## src/hdl/tcee_pkg.sv

```systemverilog
// Package for the tracker channel effect engine: cell and result types,
// effect codes, controller states and commands, period and volume helpers.
// No dependencies.
package tcee_pkg;

  localparam int NUM_CHANNELS    = 4;
  localparam int CHAN_W          = $clog2(NUM_CHANNELS);
  localparam int WAVE_LENGTH     = 64;
  localparam int NOTE_TABLE_SIZE = 36;
  localparam int PERIOD_MAX      = 856;
  localparam int PERIOD_MIN      = 113;
  localparam int VOLUME_MAX      = 63;
  localparam int ARP_DEPTH       = 3 * NUM_CHANNELS;

  // register word index on the configuration port
  localparam logic REG_CHANNEL_ENABLE = 1'b0;

  // effect command nibble
  localparam logic [3:0] FX_ARP        = 4'h0;
  localparam logic [3:0] FX_SLIDE_UP   = 4'h1;
  localparam logic [3:0] FX_SLIDE_DOWN = 4'h2;
  localparam logic [3:0] FX_PORTA      = 4'h3;
  localparam logic [3:0] FX_VIBRATO    = 4'h4;
  localparam logic [3:0] FX_PORTA_VOL  = 4'h5;
  localparam logic [3:0] FX_VIB_VOL    = 4'h6;
  localparam logic [3:0] FX_TREMOLO    = 4'h7;
  localparam logic [3:0] FX_OFFSET     = 4'h9;
  localparam logic [3:0] FX_VOL_SLIDE  = 4'hA;
  localparam logic [3:0] FX_SET_VOL    = 4'hC;
  localparam logic [3:0] FX_EXTENDED   = 4'hE;
  localparam logic [3:0] FX_SPEED      = 4'hF;

  // extended effect sub-command (high nibble of the parameter)
  localparam logic [3:0] EX_FINE_UP    = 4'h1;
  localparam logic [3:0] EX_FINE_DOWN  = 4'h2;
  localparam logic [3:0] EX_VIB_WAVE   = 4'h4;
  localparam logic [3:0] EX_TREM_WAVE  = 4'h7;
  localparam logic [3:0] EX_FVOL_UP    = 4'hA;
  localparam logic [3:0] EX_FVOL_DOWN  = 4'hB;
  localparam logic [3:0] EX_NOTE_CUT   = 4'hC;
  localparam logic [3:0] EX_NOTE_DELAY = 4'hD;

  localparam logic [7:0] SPEED_LIMIT = 8'h20;

  typedef struct packed {
    logic [1:0]  channel;
    logic [4:0]  tick;
    logic [4:0]  speed;
    logic        in_repeat;
    logic [4:0]  sample_number;
    logic [11:0] note_period;
    logic [3:0]  effect;
    logic [7:0]  effect_param;
    logic [6:0]  default_volume;
  } cell_t;

  typedef struct packed {
    logic [1:0]  out_channel;
    logic [9:0]  play_period;
    logic [5:0]  play_volume;
    logic        trigger;
    logic [4:0]  sample_index;
    logic [15:0] start_offset;
    logic        muted;
    logic [4:0]  speed_change;
    logic        song_end;
  } result_t;

  typedef struct packed {
    logic [3:0] wave;
    logic [5:0] pos;
    logic [3:0] speed;
    logic [3:0] depth;
  } lfo_t;

  typedef enum logic [3:0] {
    ST_IDLE, ST_FETCH, ST_DMOD, ST_NOTE, ST_NOTE_FX, ST_ARP,
    ST_LATER, ST_LATER2, ST_COMMIT
  } state_t;

  typedef enum logic [3:0] {
    CMD_NONE, CMD_TAKE, CMD_FETCH, CMD_DMOD, CMD_NOTE, CMD_NOTE_FX,
    CMD_ARP, CMD_LATER, CMD_LATER2, CMD_COMMIT
  } cmd_t;

  typedef struct packed {
    logic dmod_busy;
    logic out_busy;
  } dp_status_t;

  localparam logic [9:0] NOTE_TABLE [NOTE_TABLE_SIZE] = '{
    10'd856, 10'd808, 10'd762, 10'd720, 10'd678, 10'd640,
    10'd604, 10'd570, 10'd538, 10'd508, 10'd480, 10'd453,
    10'd428, 10'd404, 10'd381, 10'd360, 10'd339, 10'd320,
    10'd302, 10'd285, 10'd269, 10'd254, 10'd240, 10'd226,
    10'd214, 10'd202, 10'd190, 10'd180, 10'd170, 10'd160,
    10'd151, 10'd143, 10'd135, 10'd127, 10'd120, 10'd113
  };

  localparam logic [7:0] QUARTER_SINE [17] = '{
    8'd0, 8'd24, 8'd49, 8'd74, 8'd97, 8'd120, 8'd141, 8'd161, 8'd180,
    8'd197, 8'd212, 8'd224, 8'd235, 8'd244, 8'd250, 8'd253, 8'd254
  };

  // waveform 0 and 3 are sine, 1 ramp down, 2 square
  function automatic logic signed [8:0] wave_value(input logic [3:0] wave,
                                                   input logic [5:0] pos);
    logic [4:0]         i;
    logic [4:0]         qi;
    logic [8:0]         s;
    logic signed [10:0] ramp;
    logic signed [8:0]  v;
    i    = pos[4:0];
    qi   = (i <= 5'd16) ? i : 5'(6'd32 - {1'b0, i});
    s    = {1'b0, QUARTER_SINE[qi]};
    ramp = 11'sd255 - $signed({2'b00, pos, 3'b000});
    case (wave[1:0])
      2'd1: v = ramp[8:0];
      2'd2: v = pos[5] ? -9'sd256 : 9'sd255;
      default: v = pos[5] ? -$signed(s) : $signed(s);
    endcase
    return v;
  endfunction

  function automatic logic [1:0] mod3(input logic [4:0] t);
    logic [1:0] r;
    logic [2:0] x;
    r = 2'd0;
    for (int k = 4; k >= 0; k--) begin
      x = {r, t[k]};
      if (x >= 3'd3) x = x - 3'd3;
      r = x[1:0];
    end
    return r;
  endfunction

  function automatic logic [5:0] sat_volume(input logic signed [9:0] v);
    logic [5:0] r;
    if (v < 10'sd0) r = 6'd0;
    else if (v > 10'(VOLUME_MAX)) r = 6'(VOLUME_MAX);
    else r = v[5:0];
    return r;
  endfunction

  function automatic logic [9:0] clamp_period(input logic signed [13:0] v);
    logic [9:0] r;
    if (v > $signed(14'(PERIOD_MAX))) r = 10'(PERIOD_MAX);
    else if (v < $signed(14'(PERIOD_MIN))) r = 10'(PERIOD_MIN);
    else r = v[9:0];
    return r;
  endfunction

  function automatic logic [11:0] slide_up(input logic [11:0] base,
                                           input logic [7:0] d);
    logic signed [13:0] p;
    p = $signed({2'b00, base}) - $signed({6'd0, d});
    if (d != 8'd0 && p < $signed(14'(PERIOD_MIN))) p = 14'(PERIOD_MIN);
    return p[11:0];
  endfunction

  function automatic logic [11:0] slide_down(input logic [11:0] base,
                                             input logic [7:0] d);
    logic signed [13:0] p;
    p = $signed({2'b00, base}) + $signed({6'd0, d});
    if (d != 8'd0 && p > $signed(14'(PERIOD_MAX))) p = 14'(PERIOD_MAX);
    return p[11:0];
  endfunction

  function automatic logic [11:0] porta_step(input logic [11:0] base,
                                             input logic [11:0] target,
                                             input logic [7:0] rate);
    logic signed [13:0] p;
    logic signed [13:0] t;
    p = $signed({2'b00, base});
    t = $signed({2'b00, target});
    if (target > base) begin
      p = p + $signed({6'd0, rate});
      if (p > t) p = t;
    end else if (target < base) begin
      p = p - $signed({6'd0, rate});
      if (p < t) p = t;
    end
    return p[11:0];
  endfunction

  function automatic logic [5:0] vol_slide(input logic [5:0] vol,
                                           input logic [7:0] prm);
    logic [5:0] r;
    if (prm[7:4] != 4'd0)
      r = sat_volume($signed({4'd0, vol}) + $signed({6'd0, prm[7:4]}));
    else
      r = sat_volume($signed({4'd0, vol}) - $signed({6'd0, prm[3:0]}));
    return r;
  endfunction

  function automatic logic [11:0] arp_step(input logic [6:0] idx);
    logic [11:0] r;
    if (idx < 7'(NOTE_TABLE_SIZE)) r = {2'b00, NOTE_TABLE[idx[5:0]]};
    else if (idx == 7'(NOTE_TABLE_SIZE)) r = 12'd0;
    else r = {2'b00, NOTE_TABLE[6'(idx - 7'(NOTE_TABLE_SIZE + 1))]};
    return r;
  endfunction

endpackage

```

## src/hdl/tcee_ctrl.sv

```systemverilog
// Sequencer for the tracker channel effect engine: steps one cell through
// fetch, delay reduction, note tick, later tick and commit.
// Depends on tcee_pkg.
module tcee_ctrl (
  input  logic                clk,
  input  logic                rst,
  input  logic                cell_valid,
  output logic                cell_ready,
  input  tcee_pkg::dp_status_t status,
  output tcee_pkg::cmd_t      cmd
);
  import tcee_pkg::*;

  state_t state, state_next;

  always_ff @(posedge clk) begin
    if (rst) begin
      state <= ST_IDLE;
    end else begin
      state <= state_next;
    end
  end

  always_comb begin
    state_next = state;
    case (state)
      ST_IDLE:    if (cell_valid) state_next = ST_FETCH;
      ST_FETCH:   state_next = ST_DMOD;
      ST_DMOD:    if (!status.dmod_busy) state_next = ST_NOTE;
      ST_NOTE:    state_next = ST_NOTE_FX;
      ST_NOTE_FX: state_next = ST_ARP;
      ST_ARP:     state_next = ST_LATER;
      ST_LATER:   state_next = ST_LATER2;
      ST_LATER2:  state_next = ST_COMMIT;
      ST_COMMIT:  if (!status.out_busy) state_next = ST_IDLE;
      default:    state_next = ST_IDLE;
    endcase
  end

  always_comb begin
    cell_ready = 1'b0;
    cmd        = CMD_NONE;
    case (state)
      ST_IDLE: begin
        cell_ready = 1'b1;
        if (cell_valid) cmd = CMD_TAKE;
      end
      ST_FETCH:   cmd = CMD_FETCH;
      ST_DMOD:    cmd = CMD_DMOD;
      ST_NOTE:    cmd = CMD_NOTE;
      ST_NOTE_FX: cmd = CMD_NOTE_FX;
      ST_ARP:     cmd = CMD_ARP;
      ST_LATER:   cmd = CMD_LATER;
      ST_LATER2:  cmd = CMD_LATER2;
      // hold until the output register is free
      ST_COMMIT:  cmd = status.out_busy ? CMD_NONE : CMD_COMMIT;
      default:    cmd = CMD_NONE;
    endcase
  end

endmodule

```

## src/hdl/tcee_datapath.sv

```systemverilog
// Datapath of the tracker channel effect engine: per-channel state, working
// registers for the cell in flight, effect arithmetic and the result register.
// Depends on tcee_pkg.
module tcee_datapath (
  input  logic                 clk,
  input  logic                 rst,
  input  tcee_pkg::cmd_t       cmd,
  input  tcee_pkg::cell_t      cell_data,
  input  logic [3:0]           channel_enable,
  output tcee_pkg::dp_status_t status,
  output logic                 result_valid,
  input  logic                 result_ready,
  output tcee_pkg::result_t    result
);
  import tcee_pkg::*;

  // per-channel state
  logic [11:0] st_base   [NUM_CHANNELS];
  logic [11:0] st_eff    [NUM_CHANNELS];
  logic [11:0] st_target [NUM_CHANNELS];
  logic [7:0]  st_rate   [NUM_CHANNELS];
  logic [5:0]  st_bvol   [NUM_CHANNELS];
  logic [5:0]  st_evol   [NUM_CHANNELS];
  logic [4:0]  st_smp    [NUM_CHANNELS];
  logic [15:0] st_off    [NUM_CHANNELS];
  logic [15:0] st_offmem [NUM_CHANNELS];
  logic        st_stop   [NUM_CHANNELS];
  logic [4:0]  st_delay  [NUM_CHANNELS];
  logic [3:0]  st_vwave  [NUM_CHANNELS];
  logic [5:0]  st_vpos   [NUM_CHANNELS];
  logic [3:0]  st_vspeed [NUM_CHANNELS];
  logic [3:0]  st_vdepth [NUM_CHANNELS];
  logic [3:0]  st_twave  [NUM_CHANNELS];
  logic [5:0]  st_tpos   [NUM_CHANNELS];
  logic [3:0]  st_tspeed [NUM_CHANNELS];
  logic [3:0]  st_tdepth [NUM_CHANNELS];
  logic [11:0] st_arp    [ARP_DEPTH];

  cell_t cell_r;

  // working registers for the cell in flight
  logic [11:0] w_base, w_base_next;
  logic [11:0] w_eff, w_eff_next;
  logic [11:0] w_target, w_target_next;
  logic [7:0]  w_rate, w_rate_next;
  logic [5:0]  w_bvol, w_bvol_next;
  logic [5:0]  w_evol, w_evol_next;
  logic [4:0]  w_smp, w_smp_next;
  logic [15:0] w_off, w_off_next;
  logic [15:0] w_offmem, w_offmem_next;
  logic        w_stop, w_stop_next;
  logic        w_trig, w_trig_next;
  logic [4:0]  w_delay, w_delay_next;
  logic        w_dmod, w_dmod_next;
  lfo_t        w_vib, w_vib_next;
  lfo_t        w_trem, w_trem_next;
  logic [4:0]  w_spd, w_spd_next;
  logic [4:0]  w_spdout, w_spdout_next;
  logic        w_end, w_end_next;
  logic [5:0]  w_idx, w_idx_next;
  logic        w_found, w_found_next;
  logic signed [13:0] w_prod, w_prod_next;

  logic [CHAN_W-1:0] c;
  logic [3:0]  prm_hi;
  logic [3:0]  prm_lo;
  logic        is_note;
  logic        is_later;
  logic        porta;
  logic        load_new;
  logic [3:0]  arp_base;
  logic [3:0]  arp_rd;
  logic        arp_we;
  logic [11:0] arp1;
  logic [11:0] arp2;
  logic signed [13:0] shifted;
  logic [9:0]  eff_clamped;
  logic        row_end;
  logic [11:0] eff_final;
  logic [4:0]  delay_final;
  result_t     result_next;

  assign c        = cell_r.channel;
  assign prm_hi   = cell_r.effect_param[7:4];
  assign prm_lo   = cell_r.effect_param[3:0];
  assign is_note  = (cell_r.tick == w_delay);
  assign is_later = !is_note && (w_delay == 5'd0);
  assign porta    = (cell_r.effect == FX_PORTA) || (cell_r.effect == FX_PORTA_VOL);
  assign load_new = ((cell_r.note_period != 12'd0) || (cell_r.sample_number != 5'd0))
                    && !cell_r.in_repeat;
  assign arp_base = 4'({c, 1'b0}) + 4'(c);
  assign arp_rd   = arp_base + {2'b00, mod3(cell_r.tick)};

  assign status.dmod_busy = w_dmod && (w_delay >= cell_r.speed);
  assign status.out_busy  = result_valid && !result_ready;

  always_ff @(posedge clk) begin
    if (cmd == CMD_TAKE) begin
      cell_r <= cell_data;
    end
  end

  always_comb begin
    w_base_next   = w_base;
    w_eff_next    = w_eff;
    w_target_next = w_target;
    w_rate_next   = w_rate;
    w_bvol_next   = w_bvol;
    w_evol_next   = w_evol;
    w_smp_next    = w_smp;
    w_off_next    = w_off;
    w_offmem_next = w_offmem;
    w_stop_next   = w_stop;
    w_trig_next   = w_trig;
    w_delay_next  = w_delay;
    w_dmod_next   = w_dmod;
    w_vib_next    = w_vib;
    w_trem_next   = w_trem;
    w_spd_next    = w_spd;
    w_spdout_next = w_spdout;
    w_end_next    = w_end;
    w_idx_next    = w_idx;
    w_found_next  = w_found;
    w_prod_next   = w_prod;
    shifted       = 14'sd0;
    case (cmd)
      CMD_FETCH: begin
        w_base_next   = st_base[c];
        w_eff_next    = st_eff[c];
        w_target_next = st_target[c];
        w_rate_next   = st_rate[c];
        w_bvol_next   = st_bvol[c];
        w_evol_next   = st_evol[c];
        w_smp_next    = st_smp[c];
        w_off_next    = st_off[c];
        w_offmem_next = st_offmem[c];
        w_stop_next   = st_stop[c];
        w_vib_next    = '{wave: st_vwave[c], pos: st_vpos[c],
                          speed: st_vspeed[c], depth: st_vdepth[c]};
        w_trem_next   = '{wave: st_twave[c], pos: st_tpos[c],
                          speed: st_tspeed[c], depth: st_tdepth[c]};
        w_trig_next   = 1'b0;
        w_spd_next    = cell_r.speed;
        w_spdout_next = 5'd0;
        w_end_next    = 1'b0;
        if (cell_r.tick == 5'd0 && cell_r.effect == FX_EXTENDED &&
            prm_hi == EX_NOTE_DELAY) begin
          w_delay_next = {1'b0, prm_lo};
          w_dmod_next  = (cell_r.speed != 5'd0);
        end else begin
          w_delay_next = st_delay[c];
          w_dmod_next  = 1'b0;
        end
      end
      CMD_DMOD: begin
        // reduce the delay tick modulo the speed, one subtract per cycle
        if (status.dmod_busy) w_delay_next = w_delay - cell_r.speed;
      end
      CMD_NOTE: begin
        if (is_note && load_new) begin
          w_trig_next = 1'b1;
          if (cell_r.sample_number != 5'd0) begin
            w_stop_next = 1'b0;
            if (!porta) w_off_next = 16'd0;
            w_smp_next  = cell_r.sample_number - 5'd1;
            w_bvol_next = sat_volume($signed({3'b000, cell_r.default_volume}));
            w_evol_next = w_bvol_next;
          end
          if (cell_r.note_period != 12'd0) begin
            if (!porta) begin
              if (cell_r.effect == FX_OFFSET) begin
                if (cell_r.effect_param != 8'd0)
                  w_offmem_next = {cell_r.effect_param, 8'd0};
                w_off_next = w_off_next + w_offmem_next;
              end
              w_base_next    = cell_r.note_period;
              w_eff_next     = cell_r.note_period;
              w_stop_next    = 1'b0;
              w_vib_next.pos  = 6'd0;
              w_trem_next.pos = 6'd0;
            end
            w_target_next = cell_r.note_period;
          end
        end
      end
      CMD_NOTE_FX: begin
        if (is_note) begin
          case (cell_r.effect)
            FX_ARP: begin
              if (cell_r.effect_param != 8'd0) begin
                w_base_next  = w_target;
                w_idx_next   = 6'd0;
                w_found_next = 1'b0;
                for (int i = 0; i < NOTE_TABLE_SIZE; i++) begin
                  if ({2'b00, NOTE_TABLE[i]} == w_target) begin
                    w_idx_next   = w_idx_next | 6'(i);
                    w_found_next = 1'b1;
                  end
                end
              end
            end
            FX_PORTA: if (cell_r.effect_param != 8'd0) w_rate_next = cell_r.effect_param;
            FX_VIBRATO: begin
              if (prm_lo != 4'd0) w_vib_next.depth = prm_lo;
              if (prm_hi != 4'd0) w_vib_next.speed = prm_hi;
            end
            FX_TREMOLO: begin
              if (cell_r.effect_param != 8'd0) begin
                w_trem_next.depth = prm_lo;
                w_trem_next.speed = prm_hi;
              end
            end
            FX_SET_VOL: begin
              w_bvol_next = sat_volume($signed({2'b00, cell_r.effect_param}));
              w_evol_next = w_bvol_next;
            end
            FX_EXTENDED: begin
              case (prm_hi)
                EX_FINE_UP: begin
                  w_base_next = slide_up(w_base, {4'd0, prm_lo});
                  w_eff_next  = w_base_next;
                end
                EX_FINE_DOWN: begin
                  w_base_next = slide_down(w_base, {4'd0, prm_lo});
                  w_eff_next  = w_base_next;
                end
                EX_FVOL_UP: begin
                  w_bvol_next = sat_volume($signed({4'd0, w_bvol}) +
                                           $signed({6'd0, prm_lo}));
                  w_evol_next = w_bvol_next;
                end
                EX_FVOL_DOWN: begin
                  w_bvol_next = sat_volume($signed({4'd0, w_bvol}) -
                                           $signed({6'd0, prm_lo}));
                  w_evol_next = w_bvol_next;
                end
                default: ;
              endcase
            end
            default: ;
          endcase
          if (w_eff_next == 12'd0) w_stop_next = 1'b1;
        end
      end
      CMD_LATER: begin
        if (is_later) begin
          case (cell_r.effect)
            FX_ARP: if (cell_r.effect_param != 8'd0) w_eff_next = st_arp[arp_rd];
            FX_SLIDE_UP: begin
              w_base_next = slide_up(w_base, cell_r.effect_param);
              w_eff_next  = w_base_next;
            end
            FX_SLIDE_DOWN: begin
              w_base_next = slide_down(w_base, cell_r.effect_param);
              w_eff_next  = w_base_next;
            end
            FX_PORTA, FX_PORTA_VOL: begin
              if (cell_r.effect == FX_PORTA_VOL) begin
                w_bvol_next = vol_slide(w_bvol, cell_r.effect_param);
                w_evol_next = w_bvol_next;
              end
              w_base_next = porta_step(w_base, w_target, w_rate);
              w_eff_next  = w_base_next;
            end
            FX_VIBRATO, FX_VIB_VOL: begin
              if (cell_r.effect == FX_VIB_VOL) begin
                w_bvol_next = vol_slide(w_bvol, cell_r.effect_param);
                w_evol_next = w_bvol_next;
              end
              w_prod_next = $signed({1'b0, w_vib.depth}) *
                            wave_value(w_vib.wave, w_vib.pos);
            end
            FX_TREMOLO: begin
              w_prod_next = $signed({1'b0, w_trem.depth}) *
                            wave_value(w_trem.wave, w_trem.pos);
            end
            FX_VOL_SLIDE: begin
              w_bvol_next = vol_slide(w_bvol, cell_r.effect_param);
              w_evol_next = w_bvol_next;
            end
            FX_EXTENDED: begin
              if (prm_hi == EX_VIB_WAVE) begin
                w_vib_next.wave = prm_lo;
              end else if (prm_hi == EX_TREM_WAVE) begin
                w_trem_next.wave = prm_lo;
              end else if (prm_hi == EX_NOTE_CUT && cell_r.tick == {1'b0, prm_lo}) begin
                w_bvol_next = 6'd0;
                w_evol_next = 6'd0;
              end
            end
            FX_SPEED: begin
              if (cell_r.effect_param == 8'd0) begin
                w_end_next = 1'b1;
              end else if (cell_r.effect_param < SPEED_LIMIT) begin
                w_spd_next    = cell_r.effect_param[4:0];
                w_spdout_next = cell_r.effect_param[4:0];
              end
            end
            default: ;
          endcase
        end
      end
      CMD_LATER2: begin
        if (is_later) begin
          case (cell_r.effect)
            FX_VIBRATO, FX_VIB_VOL: begin
              shifted        = w_prod >>> 7;
              w_eff_next     = {2'b00, clamp_period($signed({2'b00, w_base}) + shifted)};
              w_vib_next.pos = w_vib.pos + {2'b00, w_vib.speed};
            end
            FX_TREMOLO: begin
              shifted         = w_prod >>> 6;
              w_evol_next     = sat_volume($signed({4'd0, w_bvol}) +
                                           $signed(shifted[9:0]));
              w_trem_next.pos = w_trem.pos + {2'b00, w_trem.speed};
            end
            default: ;
          endcase
        end
      end
      default: ;
    endcase
  end

  always_ff @(posedge clk) begin
    w_base   <= w_base_next;
    w_eff    <= w_eff_next;
    w_target <= w_target_next;
    w_rate   <= w_rate_next;
    w_bvol   <= w_bvol_next;
    w_evol   <= w_evol_next;
    w_smp    <= w_smp_next;
    w_off    <= w_off_next;
    w_offmem <= w_offmem_next;
    w_stop   <= w_stop_next;
    w_trig   <= w_trig_next;
    w_delay  <= w_delay_next;
    w_dmod   <= w_dmod_next;
    w_vib    <= w_vib_next;
    w_trem   <= w_trem_next;
    w_spd    <= w_spd_next;
    w_spdout <= w_spdout_next;
    w_end    <= w_end_next;
    w_idx    <= w_idx_next;
    w_found  <= w_found_next;
    w_prod   <= w_prod_next;
  end

  // arpeggio periods, written on the note tick of an arpeggio cell with a nonzero parameter
  assign arp_we = (cmd == CMD_ARP) && is_note && (cell_r.effect == FX_ARP) &&
                  (cell_r.effect_param != 8'd0);
  assign arp1   = w_found ? arp_step({1'b0, w_idx} + {3'b000, prm_hi}) : w_base;
  assign arp2   = w_found ? arp_step({1'b0, w_idx} + {3'b000, prm_lo}) : w_base;

  always_ff @(posedge clk) begin
    if (arp_we) begin
      st_arp[arp_base]        <= w_base;
      st_arp[arp_base + 4'd1] <= arp1;
      st_arp[arp_base + 4'd2] <= arp2;
    end
  end

  // commit: clamp, row end reload, write back
  assign eff_clamped = clamp_period($signed({2'b00, w_eff}));
  assign row_end     = (w_spd != 5'd0) && (cell_r.tick == w_spd - 5'd1);
  assign eff_final   = row_end ? w_base : {2'b00, eff_clamped};
  assign delay_final = row_end ? 5'd0 : w_delay;

  always_ff @(posedge clk) begin
    if (rst) begin
      for (int i = 0; i < NUM_CHANNELS; i++) begin
        st_base[i]   <= '0;
        st_eff[i]    <= '0;
        st_target[i] <= '0;
        st_rate[i]   <= '0;
        st_bvol[i]   <= '0;
        st_evol[i]   <= '0;
        st_smp[i]    <= '0;
        st_off[i]    <= '0;
        st_offmem[i] <= '0;
        st_stop[i]   <= 1'b1;
        st_delay[i]  <= '0;
        st_vwave[i]  <= '0;
        st_vpos[i]   <= '0;
        st_twave[i]  <= '0;
        st_tpos[i]   <= '0;
      end
    end else if (cmd == CMD_COMMIT) begin
      st_base[c]   <= w_base;
      st_eff[c]    <= eff_final;
      st_target[c] <= w_target;
      st_rate[c]   <= w_rate;
      st_bvol[c]   <= w_bvol;
      st_evol[c]   <= w_evol;
      st_smp[c]    <= w_smp;
      st_off[c]    <= w_off;
      st_offmem[c] <= w_offmem;
      st_stop[c]   <= w_stop;
      st_delay[c]  <= delay_final;
      st_vwave[c]  <= w_vib.wave;
      st_vpos[c]   <= w_vib.pos;
      st_twave[c]  <= w_trem.wave;
      st_tpos[c]   <= w_trem.pos;
    end
  end

  always_ff @(posedge clk) begin
    if (cmd == CMD_COMMIT) begin
      st_vspeed[c] <= w_vib.speed;
      st_vdepth[c] <= w_vib.depth;
      st_tspeed[c] <= w_trem.speed;
      st_tdepth[c] <= w_trem.depth;
    end
  end

  always_comb begin
    result_next.out_channel  = cell_r.channel;
    result_next.play_period  = clamp_period($signed({2'b00, eff_final}));
    result_next.play_volume  = w_stop ? 6'd0 : w_evol;
    result_next.trigger      = (cell_r.tick == 5'd0) && w_trig && !w_stop &&
                               channel_enable[c];
    result_next.sample_index = w_smp;
    result_next.start_offset = w_off;
    result_next.muted        = w_stop;
    result_next.speed_change = w_spdout;
    result_next.song_end     = w_end;
  end

  always_ff @(posedge clk) begin
    if (rst) begin
      result_valid <= 1'b0;
    end else if (cmd == CMD_COMMIT) begin
      result_valid <= 1'b1;
    end else if (result_ready) begin
      result_valid <= 1'b0;
    end
  end

  always_ff @(posedge clk) begin
    if (cmd == CMD_COMMIT) begin
      result <= result_next;
    end
  end

endmodule

```

## src/hdl/tracker_channel_effect_engine_unit.sv

```systemverilog
// Tracker channel effect engine: one pattern cell in, one result out.
// A cell passes the sequencer states fetch, delay reduction (repeated subtract
// of the note delay modulo speed), note tick, later tick and commit.
// The next cell is taken once the sequencer is back in idle, while the result
// register may still be held.
// Reset (synchronous, rst high): all channels stopped, periods, volumes and
// offsets zero, channel_enable all ones. Depends on tcee_pkg.
module tracker_channel_effect_engine_unit (
  input  logic             clk,
  input  logic             rst,
  input  logic             cell_valid,
  output logic             cell_ready,
  input  tcee_pkg::cell_t  cell_data,
  output logic             result_valid,
  input  logic             result_ready,
  output tcee_pkg::result_t result,
  input  logic             psel,
  input  logic             penable,
  input  logic             pwrite,
  input  logic [2:0]       paddr,
  input  logic [31:0]      pwdata,
  output logic [31:0]      prdata,
  output logic             pready
);
  import tcee_pkg::*;

  logic       [3:0] channel_enable;
  cmd_t       cmd;
  dp_status_t status;

  assign pready = 1'b1;

  always_ff @(posedge clk) begin
    if (rst) begin
      channel_enable <= 4'hF;
    end else if (psel && penable && pwrite && paddr[2] == REG_CHANNEL_ENABLE) begin
      channel_enable <= pwdata[3:0];
    end
  end

  assign prdata = (paddr[2] == REG_CHANNEL_ENABLE) ? {28'd0, channel_enable} : 32'd0;

  tcee_ctrl u_ctrl (
    .clk        (clk),
    .rst        (rst),
    .cell_valid (cell_valid),
    .cell_ready (cell_ready),
    .status     (status),
    .cmd        (cmd)
  );

  tcee_datapath u_datapath (
    .clk            (clk),
    .rst            (rst),
    .cmd            (cmd),
    .cell_data      (cell_data),
    .channel_enable (channel_enable),
    .status         (status),
    .result_valid   (result_valid),
    .result_ready   (result_ready),
    .result         (result)
  );

endmodule

```

## config.mk

```make
export PLATFORM = sky130hd
export DESIGN_NAME = tracker_channel_effect_engine_unit
export DESIGN_NICKNAME = d
export VERILOG_FILES = /design/src/hdl/tcee_pkg.sv /design/src/hdl/tcee_ctrl.sv /design/src/hdl/tcee_datapath.sv /design/src/hdl/tracker_channel_effect_engine_unit.sv
export SDC_FILE = /design/constraint.sdc
export NUM_CORES = 2
export LEC_CHECK = 0
export BUFFER_PORTS_ARGS = -buffer_cell sky130_fd_sc_hd__buf_2
export CORE_MARGIN = 2
export CORE_UTILIZATION = 42
export CTS_CLUSTER_SIZE = 40
export DETAILED_ROUTE_END_ITERATION = 16
export HOLD_SLACK_MARGIN = 0.06
export SYNTH_ARGS = -nofsm -noshare
export SYNTH_HDL_FRONTEND = slang
export SYNTH_SLANG_ARGS = --single-unit
export TNS_END_PERCENT = 30
```

## constraint.sdc

```tcl
create_clock -name clk -period 9.22 [get_ports clk]
set_input_delay 0.461 -clock clk [delete_from_list [all_inputs] [get_ports clk]]
set_output_delay 0.461 -clock clk [all_outputs]
set_load 0.05 [all_outputs]
```

# After elaboration in Yosys (flattened, before gate mapping)

Memories as Yosys holds them, arrays and structs flattened. A register that Yosys moved wholly into a read port is not among the register bits.
Cells that the tools add are included.

Memory bits (writable): 684
Bits in read-only memories: 3072
Output and inout bits: 82
Bits in latches: 0
Bits in registers: 274
Memories: 26

Shift-type cells: 0
Div/mod/pow operators: 0
Add/subtract/negate cells: 35
Reductions and logical operators: 91
Bitwise logic cells: 7
Multipliers: 2
Mux-type cells: 976
Order comparisons: 41
Equality and inequality tests: 127

Memories:

| name             | words | bits a word | rd ports | clocked after memory_dff | wr ports | RTL line        | text |
|---|---|---|---|---|---|---|---|
| (name not given) | 64    | 10          | 1        | 0                        | 0        | tcee_pkg.sv:198 | `if (idx < 7'(NOTE_TABLE_SIZE)) r = {2'b00, NOTE_TABLE[idx[5:0]]};` |
| (name not given) | 64    | 10          | 1        | 0                        | 0        | tcee_pkg.sv:200 | `else r = {2'b00, NOTE_TABLE[6'(idx - 7'(NOTE_TABLE_SIZE + 1))]};` |
| (name not given) | 64    | 10          | 1        | 0                        | 0        | tcee_pkg.sv:198 |  |
| (name not given) | 64    | 10          | 1        | 0                        | 0        | tcee_pkg.sv:200 |  |
| (name not given) | 32    | 8           | 1        | 0                        | 0        | tcee_pkg.sv:115 | `s = {1'b0, QUARTER_SINE[qi]};` |
| (name not given) | 32    | 8           | 1        | 0                        | 0        | tcee_pkg.sv:115 |  |
| +20 memories     | n/a   | n/a         | n/a      | n/a                      | n/a      | n/a             |  |

Operator list:

| kind                   | number |
|---|---|
| $mux W6                | 343 |
| $mux W12               | 98 |
| $mux W16               | 43 |
| $mux W1                | 252 |
| $mux W10               | 24 |
| $mux W5                | 44 |
| $mux W8                | 27 |
| $mux W4                | 52 |
| $eq A8 B12 Y1 const A  | 12 |
| $eq A9 B12 Y1 const A  | 12 |
| $eq A10 B12 Y1 const A | 9 |
| $pmux W12 S2           | 4 |
| $pmux W12 S4           | 2 |
| $mux W9                | 10 |
| $mux W2                | 40 |
| $pmux W4 S9            | 2 |
| $pmux W16 S2           | 2 |
| $pmux W12 S5           | 1 |
| $eq A4 B3 Y1 const B   | 14 |
| $mux W14               | 4 |
| $eq A4 B4 Y1 const B   | 12 |
| $pmux W6 S4            | 2 |
| $pmux W8 S2            | 3 |
| $ne A2 B1 Y1 const B   | 22 |
| other kinds (104)      | 245 |

# Logic depth before layout (Yosys ltp)

Word-level depth: 190
Depth in mapped cells: 29

# By module

Synthesis repeated with hierarchy kept, for this count alone.

Cell total of the unflattened synthesis: 5422
Area, all modules: 58371.0 um2

By module, submodules not included:

| module                             | area each (um2) | seq. area each (um2) | times used | cells each |
|---|---|---|---|---|
| tcee_datapath                      | 57696.6         | 27746.6              | 1          | 5341 |
| tracker_channel_effect_engine_unit | 429.2           | 80.1                 | 1          | 54 |
| tcee_ctrl                          | 245.2           | 80.1                 | 1          | 27 |

# Worst setup path after synthesis

OpenSTA, ideal clock, no wires.

Path kind: reg-to-reg
Start point: register u_datapath.w_vib[8] (netlist name)
End point: register u_datapath.w_prod[13] (data pin)
Period minus slack after synthesis: 6.376 ns
Required time: 8.959 ns
Arrival: 6.115 ns
Path slack: 2.844 ns
Cell stages (with the launch flop): 28
Path through: edfxtp_1 clkinv_1 ha_1 buf_2 nor2b_1 or4_1 a211o_1 o211ai_1 inv_1 ha_1 nand2b_1 xnor2_1 a21oi_1 and2_1 ha_1 inv_1 fa_1 fa_1 inv_1 ha_1 a21o_1 a21o_1 a41oi_1 a21oi_1 a211oi_1 a21oi_1 xnor2_1 mux2i_1

Word-level cells in the longest chain between the ends: 18
Elaborated cells on any way between the ends: 20
Classes of those cells: 3 x add/sub; 1 x mul; 1 x order compare; 13 x mux; 1 x bitwise; 1 x memory

Ends and longest elaborated chain:

| element                                              | RTL line             | text |
|---|---|---|
| start, declared                                      | tcee_datapath.sv:55  | `lfo_t w_vib, w_vib_next;` |
| start signal, assigned                               | tcee_datapath.sv:339 | `w_vib <= w_vib_next;` |
| $sub A1 B5 Y5 / $le A5 B5 Y1 (equally long branches) | tcee_pkg.sv:114      | `qi = (i <= 5'd16) ? i : 5'(6'd32 - {1'b0, i});` |
| $mux W5                                              | tcee_pkg.sv:114      |  |
| $not A5 Y6 (implied by the code)                     | tcee_pkg.sv:115      |  |
| $mem_v2 Z32 W8                                       | n/a                  |  |
| $mux W8 (implied by the code) (2 in a row)           | tcee_pkg.sv:115      |  |
| $neg A8 Y9                                           | tcee_pkg.sv:120      | `default: v = pos[5] ? -$signed(s) : $signed(s);` |
| $mux W9                                              | tcee_pkg.sv:120      |  |
| $pmux W9 S2 *                                        | tcee_pkg.sv:117      | `case (wave[1:0])` |
| $mux W9 *                                            | tcee_datapath.sv:247 | `case (cell_r.effect)` |
| $mux W9 *                                            | tcee_datapath.sv:246 | `if (is_later) begin` |
| $mux W9 *                                            | tcee_datapath.sv:126 | `case (cmd)` |
| $mul A5 B9 Y14 *                                     | tcee_datapath.sv:270 | `w_prod_next = $signed({1'b0, w_vib.depth}) *` |
| $pmux W14 S2 *                                       | tcee_datapath.sv:247 |  |
| $mux W14 *                                           | tcee_datapath.sv:246 |  |
| $mux W14 *                                           | tcee_datapath.sv:126 |  |
| $mux W14 *                                           | tcee_datapath.sv:246 |  |
| $mux W14 *                                           | tcee_datapath.sv:126 |  |
| end signal, assigned                                 | tcee_datapath.sv:346 | `w_prod <= w_prod_next;` |
| end, declared                                        | tcee_datapath.sv:62  | `logic signed [13:0] w_prod, w_prod_next;` |

Every way passes the cells marked *; elsewhere a longest branch is shown, timed or not. The select of a mux whose other input is x is not followed.
A chain may end at the register's enable or synchronous reset.

# Worst setup path after layout

Same ends and word-level chain as after synthesis.

==> results.py <==
metrics = {
    "outcome": {
        "status": "finished, final reports clean",
    },
    "clock_tree": {
        "numCtsBuffers": 103,
        "ctsLongestPathBuffers": 3,
        "htreeDepth": 3,
        "holdBufCountCts": 53,
        "cts_setup_buffers": 0,
        "clkTransAtPathRegs_ps": 60,
        "ctsRootBufferMaster": "clkbuf_16",
        "clkLatencyLatePin_ps": 770,
        "clock_sinks": 934,
        "cts_tree": "yes",
        "cts_resized": 0,
    },
    "logic_synthesis": {
        "syn_avg_cell_area_um2": 10.66,
        "synth_commonest_cells": "edfxtp_1, nand2_1, nor2_1",
        "synth_top_area_share_pct": 47.92,
        "synth_cell_types": 99,
        "synth_seq_cells": 934,
        "ys_seq_area_share_pct": 48.40,
        "postSynthCellCount": 5408,
        "synth_flop_cell": "edfxtp_1",
        "ys_async_sr_fraction_pct": 0,
        "yosysMostFrequentCell": "edfxtp_1",
        "synth_area_um2": 57660,
        "synth-edff-count": 920,
        "ys.warnings.count": 0,
        "synth_top_area_cell": "edfxtp_1",
        "yosys-top-cells-area": "edfxtp_1, mux4_2, ha_1",
    },
    "worst_hold_path": {
        "min_from": "result_ready",
        "min_path_cells": 3,
        "hold_class": "primary input to flop",
        "holdPathEnd": "u_datapath.result_valid",
    },
    "route": {
        "drt_iter0_markers": 5436,
        "dr.pass1.iters": 6,
        "wl_mm": 195.3,
        "drtAntennaViolNets": 0,
        "wl_per_cell_um": 26.68,
        "vias": 45200,
        "avgViaCountPerCell": 6.174,
        "drc": 0,
    },
    "power_and_ir_drop": {
        "pwr_density_cell_nw_per_um2": 251.7,
        "total_power_uw": 16140,
        "p_leak_uw": 0.02455,
        "vdd_drop_max_v": 0.0001769,
    },
    "sta": {
        "hold_viol_final": 0,
        "final_max_slew_viol_count": 0,
        "max_slew.worst_pin.slew_ps": 1274,
        "final-setup-viol-count": 0,
        "fin_crit_sh_pct": 81.78,
        "slew_headroom_pct": 15.09,
        "clock_skew_ps": 64.42,
        "final.setup.tns_ps": 0,
        "rsz0062_at_grt": "false",
        "fmax_mhz": 132.6,
        "period_needed_ps": 7540,
    },
    "placement": {
        "hpwl_mm": 132.5,
        "place.gp.congestion": 1.016,
        "portBuffers": 113,
    },
    "finish": {
        "fin_util_pct": 47.22,
        "nets": 5840,
        "drive_gt1_share_pct": 11.72,
        "layout-area-overhead-vs-synth_pct": 11.23,
    },
    "setup_path": {
        "cp.required_ps": 9690,
        "reg2regPathDepth": 26,
        "reg2reg_from": "u_datapath.w_vib[8]",
        "arrival_ps": 8010,
        "path_max_fanout": 13,
        "endpoint_kind": "flop",
        "critPathKind": "flop to flop",
        "regToRegSetupSlack_ps": 1680,
        "reg2reg_to": "u_datapath.w_prod[13]",
        "path_common_cell": "ha_1",
        "critPathSlowestCell": "edfxtp_1",
        "critPathMaxStageDelay_ps": 550,
        "startpoint_type": "flop",
    },
    "die": {
        "die_w_um": 374.5,
        "rows": 135,
        "core_area_um2": 135800,
        "fp.dieArea_um2": 140300,
        "pin_count": 173,
        "die_height_um": 374.5,
        "initial_core_util_pct": 42.45,
    },
    "global_route": {
        "grt_usage_pct": 27.20,
        "grt_pass1_vias": 43340,
        "grt_max_degree": 95,
        "grt_overflow": 0,
        "grt_pass1_wl_mm": 287.0,
        "antenna_found_initial": 4,
    },
    "run": {
        "cap_viol_max_count": 0,
    },
}
==> layout by cell type, fill, tap and decap left out, types with 103 or more instances in the layout <==
master,Yosys,layout
a21oi_1,272,271
and2_1,292,292
buf_2,12,113
buf_4,29,116
clkbuf_16,0,103
edfxtp_1,920,920
ha_1,241,240
inv_1,243,242
mux4_2,174,174
nand2_1,595,594
nor2_1,558,555
nor3_1,121,114
o21ai_0,282,281
xnor2_1,115,113
==> cell families after synthesis <==
family,after synthesis,synth area share [%]
xor gates and xnor gates,171,2.708
DFF,934,48.40
other,2,0.01303
AOI/OAI and AO/OA,1186,13.54
muxes,251,8.175
and+or+nand+nor,1945,15.83
buffers and inverters,626,4.290
adders and majority gates,293,7.036
==> area by class of cell <==
class | instances | area (µm²)
Fill cell | 12470 | 71670
Sequential cell | 934 | 27910
Multi-Input combinational cell | 3875 | 27590
Clock buffer | 128 | 2671
Tap cell | 1781 | 2228
Timing Repair Buffer | 283 | 1987
Inverter | 259 | 973.4
Clock inverter | 58 | 763.2
Antenna cell | 3 | 7.507
==> stage by stage <==
stage / cell area (µm²) / setup WS [ps] / hold WS [ps] / instances
2_1_floorplan: 57760 / 2844 / 400.3 / 5435
3_3_place_gp: 60160 / 1790 / 468.8 / 7079
3_5_place_dp: 60160 / 1688 / 457.4 / 7079
4_1_cts: 64130 / 1651 / 114.6 / 7318
5_1_grt: 64130 / 1036 / 143.0 / 7318
6_report: 64130 / 1680 / 148.5 / 7321
==> registers in the layout (all words and copies together) (netlist names), 20 cells and up, named ones only <==
name	flops
u_datapath.st_arp	144
u_datapath.st_off	64
u_datapath.st_offmem	64
u_datapath.st_base	48
u_datapath.st_eff	48
u_datapath.st_target	48
u_datapath.cell_r	47
u_datapath.result	47
u_datapath.st_rate	32
u_datapath.st_bvol	24
u_datapath.st_evol	24
u_datapath.st_tpos	24
u_datapath.st_vpos	24
u_datapath.st_delay	20
u_datapath.st_smp	20
==> worst max-delay path: cells and delay by family (launching register included) <==
family                     cells  cell delay [ps]
muxes                          1               90
xor gates and xnor gates       3              820
AOI/OAI and AO/OA              8             2230
adders and majority gates      6             2190
DFF                            1              550
buffers and inverters          4              680
and+or+nand+nor                4              700
==> where the power goes <==
group          switching, µW  total [µW]  internal (µW)  leakage [µW]
combinational           4010        6470           2460        0.0138
sequential               360        5430           5070       0.00911
clock                   1810        4240           2430       0.00165
==> per-layer routing <==
layer | track usage (%) | vias to the layer above | share of wire, %
li1 | - | 19980 | -
met1 | 38.00 | 22450 | 42
met2 | 41.48 | 2344 | 45
met3 | 5.728 | 421 | 9.6
met4 | 10.50 | 4 | 3.9
met5 | 0 | - | 0.012
==> worst max-delay path by stage <==
stage                   startpoint                     to  slack, ps  cells past startpoint
6_report       u_datapath.w_vib[8]  u_datapath.w_prod[13]       1680                     26
5_1_grt        u_datapath.w_vib[8]  u_datapath.w_prod[13]       1040                     26
4_1_cts        u_datapath.w_vib[8]  u_datapath.w_prod[13]       1650                     26
3_5_place_dp   u_datapath.w_vib[8]  u_datapath.w_prod[13]       1690                     26
3_3_place_gp   u_datapath.w_vib[8]  u_datapath.w_prod[13]       1790                     26
2_1_floorplan  u_datapath.w_vib[8]  u_datapath.w_prod[13]       2840                     27
Note: power is estimated with default switching activity, not from simulation.
